==> src/rtl/dglcd_pkg.sv <==
package dglcd_pkg;

  localparam int COLS_PER_CHIP_DEF = 64;
  localparam int QUEUE_DEPTH_DEF   = 4;

  localparam logic [2:0] MODE_INIT   = 3'd0;
  localparam logic [2:0] MODE_ADDR   = 3'd1;
  localparam logic [2:0] MODE_WRITE  = 3'd2;
  localparam logic [2:0] MODE_READ   = 3'd3;
  localparam logic [2:0] MODE_SHIFT  = 3'd4;

  localparam logic [7:0] CMD_DISPLAY_ON = 8'h3F;
  localparam logic [7:0] CMD_COLUMN     = 8'h40;
  localparam logic [7:0] CMD_PAGE       = 8'hB8;
  localparam logic [7:0] CMD_START      = 8'hC0;

  typedef struct packed {
    logic [2:0] mode;
    logic [6:0] column;
    logic [2:0] page;
    logic [7:0] data_byte;
    logic [5:0] shift_lines;
  } in_item_t;

  typedef struct packed {
    logic       chip;
    logic       reg_select;
    logic       read_not_write;
    logic [7:0] bus_byte;
    logic       last;
    logic [5:0] scroll_line;
  } out_item_t;

  typedef struct packed {
    logic [2:0] op;
    logic       chip_a;
    logic [7:0] byte_a;
    logic       addr_chip;
    logic [5:0] addr_col;
    logic [2:0] page;
    logic       wrap;
    logic [5:0] shift;
  } desc_t;

  typedef struct packed {
    logic full;
    logic empty;
  } q_stat_t;

endpackage

==> src/rtl/dual_glcd_command_sequencer.sv <==
// Bus cycle sequencer for a 128x64 panel built from two column controllers.
// Each request (init, set address, write, read, set start line) becomes one
// to four bus cycles on the result queue, the final one flagged by last;
// the block tracks the column with post-increment and re-sends the address
// commands when it wraps onto a controller boundary. The front end takes one
// request per clock while its descriptor queue (QUEUE_DEPTH entries) has room,
// and the back end emits one bus cycle per clock into a single output
// register while that register is empty or popped by out_pop; init and a
// wrapping read give four bus cycles, a plain write one. A request passes
// through the descriptor queue and then the output register before its bus
// cycles appear on out_item. Modes 5 to 7 are taken and dropped with no bus cycle.
module dual_glcd_command_sequencer #(
  parameter int COLS_PER_CHIP = dglcd_pkg::COLS_PER_CHIP_DEF,
  parameter int QUEUE_DEPTH   = dglcd_pkg::QUEUE_DEPTH_DEF
) (
  input  logic                 clk,
  input  logic                 rst_n,
  input  logic                 in_push,
  output logic                 in_full,
  input  dglcd_pkg::in_item_t  in_item,
  output logic                 out_empty,
  input  logic                 out_pop,
  output dglcd_pkg::out_item_t out_item
);
  import dglcd_pkg::*;

  q_stat_t q_stat;
  desc_t   push_desc;
  desc_t   head_desc;
  logic    q_push;
  logic    q_pop;

  assign in_full = q_stat.full;

  dglcd_front #(
    .COLS_PER_CHIP(COLS_PER_CHIP)
  ) u_front (
    .clk      (clk),
    .rst_n    (rst_n),
    .in_push  (in_push),
    .in_item  (in_item),
    .q_stat   (q_stat),
    .q_push   (q_push),
    .q_desc   (push_desc)
  );

  dglcd_queue #(
    .QUEUE_DEPTH(QUEUE_DEPTH)
  ) u_queue (
    .clk       (clk),
    .rst_n     (rst_n),
    .push      (q_push),
    .push_desc (push_desc),
    .pop       (q_pop),
    .head_desc (head_desc),
    .stat      (q_stat)
  );

  dglcd_back u_back (
    .clk       (clk),
    .rst_n     (rst_n),
    .head_desc (head_desc),
    .q_stat    (q_stat),
    .q_pop     (q_pop),
    .out_empty (out_empty),
    .out_pop   (out_pop),
    .out_item  (out_item)
  );

endmodule

==> src/rtl/dglcd_front.sv <==
module dglcd_front #(
  parameter int COLS_PER_CHIP = dglcd_pkg::COLS_PER_CHIP_DEF
) (
  input  logic                clk,
  input  logic                rst_n,
  input  logic                in_push,
  input  dglcd_pkg::in_item_t in_item,
  input  dglcd_pkg::q_stat_t  q_stat,
  output logic                q_push,
  output dglcd_pkg::desc_t    q_desc
);
  import dglcd_pkg::*;

  localparam logic [7:0] CPC_W = 8'(COLS_PER_CHIP);

  logic [6:0] col_r, col_nxt;
  logic [2:0] page_r, page_nxt;
  logic [5:0] shift_r, shift_nxt;
  logic [6:0] inc_col;
  logic       accept;

  function automatic logic owner(input logic [6:0] c);
    return {1'b0, c} >= CPC_W;
  endfunction

  function automatic logic [5:0] local_col(input logic [6:0] c);
    logic [7:0] d;
    d = owner(c) ? ({1'b0, c} - CPC_W) : {1'b0, c};
    return d[5:0];
  endfunction

  assign accept  = in_push && !q_stat.full;
  assign inc_col = col_r + 7'd1;

  always_comb begin
    col_nxt   = col_r;
    page_nxt  = page_r;
    shift_nxt = shift_r;
    q_push    = 1'b0;
    q_desc    = '0;
    q_desc.op = in_item.mode;
    case (in_item.mode)
      MODE_INIT: begin
        col_nxt   = '0;
        page_nxt  = '0;
        shift_nxt = '0;
        q_push    = accept;
      end
      MODE_ADDR: begin
        col_nxt          = in_item.column;
        page_nxt         = in_item.page;
        q_desc.addr_chip = owner(in_item.column);
        q_desc.addr_col  = local_col(in_item.column);
        q_desc.page      = in_item.page;
        q_push           = accept;
      end
      MODE_WRITE, MODE_READ: begin
        col_nxt          = inc_col;
        q_desc.chip_a    = owner(col_r);
        q_desc.byte_a    = in_item.data_byte;
        q_desc.addr_chip = owner(inc_col);
        q_desc.addr_col  = local_col(inc_col);
        q_desc.page      = page_r;
        q_desc.wrap      = (inc_col == 7'd0) || ({1'b0, inc_col} == CPC_W);
        q_push           = accept;
      end
      MODE_SHIFT: begin
        shift_nxt = in_item.shift_lines;
        q_push    = accept;
      end
      default: begin
        q_push = 1'b0;
      end
    endcase
    q_desc.shift = shift_nxt;
  end

  always_ff @(posedge clk) begin
    if (!rst_n) begin
      col_r   <= '0;
      page_r  <= '0;
      shift_r <= '0;
    end else if (accept) begin
      col_r   <= col_nxt;
      page_r  <= page_nxt;
      shift_r <= shift_nxt;
    end
  end

endmodule

==> src/rtl/dglcd_queue.sv <==
module dglcd_queue #(
  parameter int QUEUE_DEPTH = dglcd_pkg::QUEUE_DEPTH_DEF
) (
  input  logic               clk,
  input  logic               rst_n,
  input  logic               push,
  input  dglcd_pkg::desc_t   push_desc,
  input  logic               pop,
  output dglcd_pkg::desc_t   head_desc,
  output dglcd_pkg::q_stat_t stat
);
  import dglcd_pkg::*;

  localparam int PW = (QUEUE_DEPTH > 1) ? $clog2(QUEUE_DEPTH) : 1;
  localparam int CW = $clog2(QUEUE_DEPTH + 1);

  desc_t         mem_r [QUEUE_DEPTH];
  logic [PW-1:0] wr_ptr_r, wr_ptr_nxt;
  logic [PW-1:0] rd_ptr_r, rd_ptr_nxt;
  logic [CW-1:0] cnt_r, cnt_nxt;
  logic          do_push, do_pop;

  assign stat.full  = cnt_r == CW'(QUEUE_DEPTH);
  assign stat.empty = cnt_r == '0;
  assign do_push    = push && !stat.full;
  assign do_pop     = pop && !stat.empty;
  assign head_desc  = mem_r[rd_ptr_r];

  always_comb begin
    wr_ptr_nxt = wr_ptr_r;
    rd_ptr_nxt = rd_ptr_r;
    cnt_nxt    = cnt_r;
    if (do_push) begin
      wr_ptr_nxt = (wr_ptr_r == PW'(QUEUE_DEPTH - 1)) ? '0 : wr_ptr_r + PW'(1);
    end
    if (do_pop) begin
      rd_ptr_nxt = (rd_ptr_r == PW'(QUEUE_DEPTH - 1)) ? '0 : rd_ptr_r + PW'(1);
    end
    if (do_push && !do_pop) begin
      cnt_nxt = cnt_r + CW'(1);
    end else if (do_pop && !do_push) begin
      cnt_nxt = cnt_r - CW'(1);
    end
  end

  always_ff @(posedge clk) begin
    if (do_push) begin
      mem_r[wr_ptr_r] <= push_desc;
    end
  end

  always_ff @(posedge clk) begin
    if (!rst_n) begin
      wr_ptr_r <= '0;
      rd_ptr_r <= '0;
      cnt_r    <= '0;
    end else begin
      wr_ptr_r <= wr_ptr_nxt;
      rd_ptr_r <= rd_ptr_nxt;
      cnt_r    <= cnt_nxt;
    end
  end

endmodule

==> src/rtl/dglcd_back.sv <==
module dglcd_back (
  input  logic                 clk,
  input  logic                 rst_n,
  input  dglcd_pkg::desc_t     head_desc,
  input  dglcd_pkg::q_stat_t   q_stat,
  output logic                 q_pop,
  output logic                 out_empty,
  input  logic                 out_pop,
  output dglcd_pkg::out_item_t out_item
);
  import dglcd_pkg::*;

  logic [1:0] idx_r, idx_nxt;
  logic       valid_r, valid_nxt;
  out_item_t  item_r, cyc;
  logic [1:0] base;
  logic [2:0] cnt;
  logic [1:0] aidx;
  logic       last;
  logic       load;

  always_comb begin
    base = 2'd0;
    cnt  = 3'd2;
    case (head_desc.op)
      MODE_INIT:  cnt = 3'd4;
      MODE_ADDR:  cnt = 3'd2;
      MODE_WRITE: begin
        base = 2'd1;
        cnt  = head_desc.wrap ? 3'd3 : 3'd1;
      end
      MODE_READ: begin
        base = 2'd2;
        cnt  = head_desc.wrap ? 3'd4 : 3'd2;
      end
      default: cnt = 3'd2;
    endcase
    aidx = idx_r - base;
    last = {1'b0, idx_r} == (cnt - 3'd1);

    cyc                = '0;
    cyc.last           = last;
    cyc.scroll_line    = head_desc.shift;
    case (head_desc.op)
      MODE_INIT: begin
        cyc.chip     = idx_r[1];
        cyc.bus_byte = idx_r[0] ? (CMD_START | {2'b00, head_desc.shift}) : CMD_DISPLAY_ON;
      end
      MODE_SHIFT: begin
        cyc.chip     = idx_r[0];
        cyc.bus_byte = CMD_START | {2'b00, head_desc.shift};
      end
      default: begin
        if (idx_r < base) begin
          cyc.chip           = head_desc.chip_a;
          cyc.reg_select     = 1'b1;
          cyc.read_not_write = head_desc.op == MODE_READ;
          cyc.bus_byte       = (head_desc.op == MODE_READ) ? 8'h00 : head_desc.byte_a;
        end else begin
          cyc.chip     = head_desc.addr_chip;
          cyc.bus_byte = aidx[0] ? (CMD_PAGE | {5'b00000, head_desc.page})
                                 : (CMD_COLUMN | {2'b00, head_desc.addr_col});
        end
      end
    endcase
  end

  assign load      = !q_stat.empty && (!valid_r || out_pop);
  assign q_pop     = load && last;
  assign idx_nxt   = load ? (last ? 2'd0 : idx_r + 2'd1) : idx_r;
  assign valid_nxt = load || (valid_r && !out_pop);
  assign out_empty = !valid_r;
  assign out_item  = item_r;

  always_ff @(posedge clk) begin
    if (load) begin
      item_r <= cyc;
    end
  end

  always_ff @(posedge clk) begin
    if (!rst_n) begin
      idx_r   <= '0;
      valid_r <= 1'b0;
    end else begin
      idx_r   <= idx_nxt;
      valid_r <= valid_nxt;
    end
  end

endmodule

==> config.mk <==
export PLATFORM = sky130hd
export DESIGN_NAME = dual_glcd_command_sequencer
export DESIGN_NICKNAME = d
export VERILOG_FILES = /design/src/rtl/dglcd_pkg.sv /design/src/rtl/dual_glcd_command_sequencer.sv /design/src/rtl/dglcd_front.sv /design/src/rtl/dglcd_queue.sv /design/src/rtl/dglcd_back.sv
export SDC_FILE = /design/constraint.sdc
export NUM_CORES = 1
export LEC_CHECK = 0
export BUFFER_PORTS_ARGS = -buffer_cell sky130_fd_sc_hd__buf_2
export CAP_MARGIN = 30
export CORE_UTILIZATION = 54
export CTS_BUF_LIST = sky130_fd_sc_hd__clkbuf_16
export CTS_CLUSTER_SIZE = 8
export DETAILED_ROUTE_END_ITERATION = 10
export GPL_ROUTABILITY_DRIVEN = 0
export PLACE_DENSITY = 0.76
export SLEW_MARGIN = 10
export SYNTH_ARGS = -nofsm -noshare
export SYNTH_HDL_FRONTEND = slang
export SYNTH_SLANG_ARGS = --single-unit
==> constraint.sdc <==
create_clock -name clk -period 3.9 [get_ports clk]
set_clock_uncertainty 0.2 [all_clocks]
set_input_delay 0.78 -clock clk [delete_from_list [all_inputs] [get_ports clk]]
set_output_delay 0.78 -clock clk [all_outputs]
set_load 0.005 [all_outputs]
== Word level (Yosys, flattened, before mapping) ==
Memories as Yosys holds them, arrays and structs flattened. A register that Yosys moved wholly into a read port is not among the register bits.
Cells that the tools add are included.
Storage, ports and cells
  bits in registers: 44
  bits in writable memories: 116
  logic and storage cells: 102
  memories kept: 1
Memory list
  u_queue.mem_r: depth 4, bits a word 29, read ports 1, clocked after memory_dff 1, write ports 1, line dglcd_queue.sv:17  | desc_t mem_r [QUEUE_DEPTH];
Operators by class
  $add $sub $neg: 10
  order comparisons: 4
  equality and inequality tests: 12
  multiplexer cells: 30
  bitwise operators: 1
  reductions and logical operators: 30
Operators with widths (number)
  8-bit 2-to-1 mux: 4
  7-bit greater-or-equal comparator, second input constant: 3
  7-bit one-hot mux with 3 select lines: 1
  10-bit one-hot mux with 2 select lines: 1
  8-bit one-hot mux with 2 select lines: 1
  2-bit 2-to-1 mux: 7
  3-bit by 2-bit == test with 1-bit output, second input constant: 4
  6-bit 2-to-1 mux: 2
  6-bit one-hot mux with 2 select lines: 1
  6-bit by 1-bit subtractor with 6-bit output, second input constant: 2
  3-bit == test, second input constant: 3
  3-bit logical NOT: 3
  3-bit 2-to-1 mux: 3
  9-bit 2-to-1 mux: 1
  3-bit one-hot mux with 3 select lines: 1
  1-bit logical AND: 8
  7-bit by 1-bit adder with 7-bit output, second input constant: 1
  7-bit == test, second input constant: 1
  7-bit logical NOT: 1
  2-bit by 1-bit adder with 2-bit output, second input constant: 3
  1-bit logical NOT: 6
  3-bit one-hot mux with 2 select lines: 1
  3-bit by 1-bit subtractor with 3-bit output, second input constant: 2
  1-bit 2-to-1 mux: 5
  16 further kinds: 22

== Depth between registers and ports, before layout ==
  word-level depth: 9
  depth in mapped cells: 18

== By module ==
Synthesis repeated with hierarchy kept, for this count alone.
Second synthesis, totals
  cell total of the unflattened synthesis: 453
  area total of the unflattened synthesis: 6945.4 um2
By module, submodules not included
  dglcd_queue: instances 1, cells each 202, area each 4673.2 um2, sequential area each 3663.5 um2
  dglcd_front: instances 1, cells each 156, area each 1166.1 um2, sequential area each 320.3 um2
  dglcd_back: instances 1, cells each 95, area each 1106.1 um2, sequential area each 600.6 um2

== Least setup slack after synthesis ==
No wires, ideal clock.
  path kind: reg-to-reg
  start: reg with a tool-made name
  end: reg u_queue.cnt_r[2]
  setup time: 0.070 ns
  data arrival time: 3.587 ns
  required time: 3.630 ns
  setup slack: 0.043 ns
  stages on the path, launching flop included: 19
  path buffers: 2
  period minus slack after synthesis: 3.857 ns
  cell sequence: dfxtp_1 -> buf_6 -> mux4_2 -> buf_6 -> nand2_1 -> xnor2_1 -> nor2_1 -> ha_1 -> xor2_1 -> nand2b_1 -> nor3_1 -> mux2_4 -> inv_1 -> ha_1 -> inv_1 -> fa_1 -> xor2_1 -> or3_1 -> a21oi_1
RTL lines
  end signal: assignment: line dglcd_queue.sv:60  | cnt_r <= cnt_nxt;
  end: declaration: line dglcd_queue.sv:20  | logic [CW-1:0] cnt_r, cnt_nxt;

==> tab_implementation.tex <==
\begin{tabular}{lr}
\hline
Metric & Value \\
\hline
\multicolumn{2}{l}{\textbf{Timing}} \\
Period Utilization, post-route & 97.2\% \\
Final hold violation count & 0 \\
Final setup slack of the worst path & 108 ps \\
Slew at the pin closest to its max-slew limit & 785 ps \\
Final Max Tran Viols & 0 \\
Fmax & 0.264 GHz \\
Headroom to the max-slew limit & 47.1\% \\
Post-route worst hold slack & 259 ps \\
Setup violators final & 0 \\
Post-route minimum period & 3790 ps \\
\multicolumn{2}{l}{\textbf{Worst setup path}} \\
Max FO, Critical Path & 6 \\
Cell-by-cell trace of the critical path & mux4\_2, nand2\_2, xnor2\_2, nor2\_2, ha\_1, xor2\_1, nand2b\_1, nor3\_1, mux2\_4, inv\_1, ha\_2, inv\_1, fa\_1, xor2\_1, or3\_1, a21oi\_1 \\
Start-to-end type of the worst setup path & reg -> reg \\
Largest stage delay, worst path & 540 ps \\
Required time of the critical path & 4050 ps \\
Startpoint class of the critical path & flip-flop \\
Crit path max-delay family & adder cells \\
CP max-delay cell & mux4\_2 \\
Category of the worst setup path capture point & flip-flop \\
Arr. time, crit path & 3940 ps \\
Total buffers and inverters traversed by the critical path & 2 \\
\multicolumn{2}{l}{\textbf{Synth}} \\
Total of flip-flops plus latches after synthesis & 162 \\
Fraction of the mapped netlist area in adder cells & 2.15\% \\
Post-Synthesis Mean Instance Area & 15.0 um2 \\
Flip-flop cell with the highest count after synthesis & edfxtp\_1 \\
Syn nets & 492 \\
Post-Syn Instances & 450 \\
Sequential element share of the synthesized area & 68.0\% \\
Synthesized-area fraction occupied by ao, oa, aoi and oai cells & 5.99\% \\
Area fraction of the dominant cell type after synthesis & 59.7\% \\
Post-Synthesis Cell Area & 6740 um2 \\
Cell type contributing the most total cell area after synthesis & edfxtp\_1 \\
Total number of yosys warnings & 0 \\
Netlist cell types & 40 \\
Post-synthesis share of cell area spent on and, or, nand and nor gates & 8.79\% \\
Top area cells in the synthesized netlist & edfxtp\_1 (60\%), dfxtp\_1 (8.3\%), mux4\_2 (7.7\%) \\
Count of flip-flops with a built-in enable after synthesis & 134 \\
Main combinational cell family by area after synthesis & multiplexers \\
Async S/R FF share, synth & 0\% \\
Area share of xor/xnor cells in the synthesized design & 1.43\% \\
Multiplexer fraction of the synthesized cell area & 11.4\% \\
\multicolumn{2}{l}{\textbf{Clock tree}} \\
Buffer levels on the longest clock path & 2 \\
CTS tree & built \\
Clock transition at path regs & 60 ps \\
Clock tree root driver cell & clkbuf\_16 \\
Insertion delay to the later sink of the worst-skew pair & 430 ps \\
H-tree depth & 4 \\
Clk sinks & 162 \\
Number of buffers inserted during clock tree synthesis & 17 \\
\multicolumn{2}{l}{\textbf{Floorplanning}} \\
Total core area & 12,100 um2 \\
Floorplan row count & 40 \\
Initial core utilization & 55.7\% \\
Number of placed I/O pins & 51 \\
Vertical die dimension & 114 um \\
Area enclosed by the die boundary & 12,900 um2 \\
Die Span X & 114 um \\
\multicolumn{2}{l}{\textbf{Route}} \\
Average via count per standard cell & 5.63 \\
Detailed-route via count & 3,968 \\
Routed length per instance & 19.3 um \\
Number of nets with antenna violations after routing & 0 \\
Post-detailed-route DRC marker count & 0 \\
Number of detailed-routing iterations run before antenna repair & 4 \\
Number of DRC markers in iteration 0 & 333 \\
Final wirelength & 13.6 mm \\
\multicolumn{2}{l}{\textbf{Pwr}} \\
Maximum ir drop on the vdd rail & 0.000307 V \\
Cell Pwr Density & 638 nW/um2 \\
Comb pwr share & 24.2\% \\
Flop pwr share & 45.3\% \\
Switching power as a share of total power & 28.3\% \\
Switching component of the power & 1420 uW \\
Clock share of power & 30.5\% \\
Int Pwr & 3590 uW \\
Overall power & 5010 uW \\
Leak pwr & 0.00280 uW \\
\multicolumn{2}{l}{\textbf{Run}} \\
Number of max-cap violations & 0 \\
\multicolumn{2}{l}{\textbf{Finish}} \\
Antenna diode count & 0 \\
Core utilization of the finished layout & 64.9\% \\
Area Growth Syn to Fin & 16.5\% \\
Number of inserted filler cells in the final layout & 861 \\
Final-stage net count & 566 \\
Final Non-Filler Cells & 705 \\
Fraction of layout cells with a size suffix above 1 & 25.7\% \\
\multicolumn{2}{l}{\textbf{Global routing}} \\
Antenna violations before repair & 0 \\
Via count of the first global-routing pass & 3,919 \\
Global-route wire length before repair & 21.1 mm \\
Total grt overflow & 0 \\
Pin count of the biggest net entering global routing & 30 \\
Total GRT Usage & 22.9\% \\
\multicolumn{2}{l}{\textbf{Placement}} \\
HPWL after detailed placement & 8.64 mm \\
Cell Count Post-Placement & 668 \\
Count of input and output buffers & 50 \\
Worst slack at placement & 24.7 ps \\
\multicolumn{2}{l}{\textbf{Worst hold path}} \\
Class of the tightest hold or removal check & reg -> reg \\
\multicolumn{2}{l}{\textbf{Status}} \\
Result of the run & finished clean \\
\hline
\end{tabular}
==> cell type report <==
class	count	area (um2)	share of cell area (%)
clock buffer	17	425	5.41
timing repair buffer	75	438	5.57
tap	168	210	2.67
multi-input combinational	253	2020	25.7
clock inverter	15	121	1.54
sequential	162	4590	58.4
inverter	15	56.3	0.716
==> power groups by stage <==
stage          combinational (uW)  sequential, uW  clock (uW)
4_1_cts                      1180            2270        1550
3_5_place_dp                 1170            2300           0
5_1_grt                      1340            2290        1620
2_1_floorplan                 783            2290           0
3_3_place_gp                 1140            2290           0
6_report                     1210            2270        1530
==> state kept, by name, summed over array words and instances (netlist names), 3 cells and up, named ones only <==
register,flops
u_back.out_item,18
u_queue.cnt_r,3
u_front.col_r,7
u_queue.mem_r,116
u_front.page_r,3
u_front.shift_r,6
==> metal layers <==
metal | part of all wire [%] | routed length, um | track usage, %
met3 | 6.1 | 829 | 7.23
met4 | 2.4 | 324 | 10.6
met5 | 0 | 0 | 0
met2 | 51 | 6940 | 37.4
met1 | 41 | 5530 | 27.9
==> synthesized netlist by cell type, types with 7 or more instances <==
cell type,count
edfxtp_1,134
nand2_1,45
dfxtp_1,28
nor2_1,28
mux4_2,23
a21oi_1,22
o21ai_0,21
clkbuf_1,15
inv_1,15
and2_1,13
nand3_1,13
ha_1,10
nand2b_1,9
mux2i_1,8
a22o_1,7
nor3_1,7
==> kinds of logic (layout without fill, tap and decap cells) <==
kind of cell | after synthesis | after routing
DFF | 162 | 162
adders and majority gates | 11 | 11
buffers and inverters | 35 | 122
xor gates and xnor gates | 11 | 11
muxes | 38 | 38
and+or+nand+nor | 127 | 127
AOI/OAI and AO/OA | 66 | 66
==> what timing repair did <==
action	CTS	global route
hold buffers	0	0
resized for setup	1	7
buffers inserted	0	5
pin swaps	0	2
endpoints found under the setup margin	1	1
==> cell usage in the layout, fill, tap and decap left out, drive strengths merged, types with 2 or more instances in the layout <==
| cell | Yosys | final |
|---|---|---|
| o31ai | 2 | 2 |
| inv | 15 | 20 |
| clkbuf | 15 | 17 |
| and2 | 13 | 13 |
| or3 | 2 | 2 |
| clkinv | 0 | 3 |
| o22ai | 4 | 4 |
| nand3 | 13 | 13 |
| mux4 | 29 | 29 |
| edfxtp | 134 | 134 |
| buf | 5 | 75 |
| ha | 10 | 10 |
| xor2 | 6 | 6 |
| nor3 | 7 | 7 |
| nand2b | 9 | 9 |
| nand2 | 45 | 45 |
| a22o | 7 | 7 |
| nor2 | 28 | 28 |
| dfxtp | 28 | 28 |
| o211a | 2 | 2 |
| xnor2 | 5 | 5 |
| clkinvlp | 0 | 6 |
| o21ai | 22 | 22 |
| a31oi | 5 | 5 |
| mux2i | 8 | 8 |
| nor2b | 2 | 2 |
| nor3b | 2 | 2 |
| or2 | 2 | 2 |
| a21oi | 22 | 22 |
==> through the flow <==
step                setup TNS, ps  cell area (um2)
finish                          0             7860
global route                -38.4             7860
CTS                             0             7810
detailed placement              0             7260
global placement                0             7260
floorplan                       0             6740
==> worst reg2reg max path, stage by stage, from the launching register on <==
cell and delay (ps):
dfxtp_4 410, mux4_2 540, nand2_2 120, xnor2_2 120, nor2_2 50, ha_1 280, xor2_1 150, nand2b_1 120
nor3_1 60, mux2_4 330, inv_1 80, ha_2 190, inv_1 60, fa_1 430, xor2_1 150, or3_1 310
a21oi_1 120
==> worst paths after layout <==
kind / start / to / slack [ps] / depth (start not counted)
max: flip-flop / u_queue.cnt_r[2]$_SDFFE_PN0P_ / 110 / 16
min: u_front.shift_r[4]$_SDFFE_PN0P_ / u_front.shift_r[4]$_SDFFE_PN0P_ / 260 / 2
max reg2reg: flip-flop / u_queue.cnt_r[2]$_SDFFE_PN0P_ / 110 / 16
min reg2reg: u_front.shift_r[4]$_SDFFE_PN0P_ / u_front.shift_r[4]$_SDFFE_PN0P_ / 260 / 2
No activity file was read; power rests on OpenSTA's default activity.
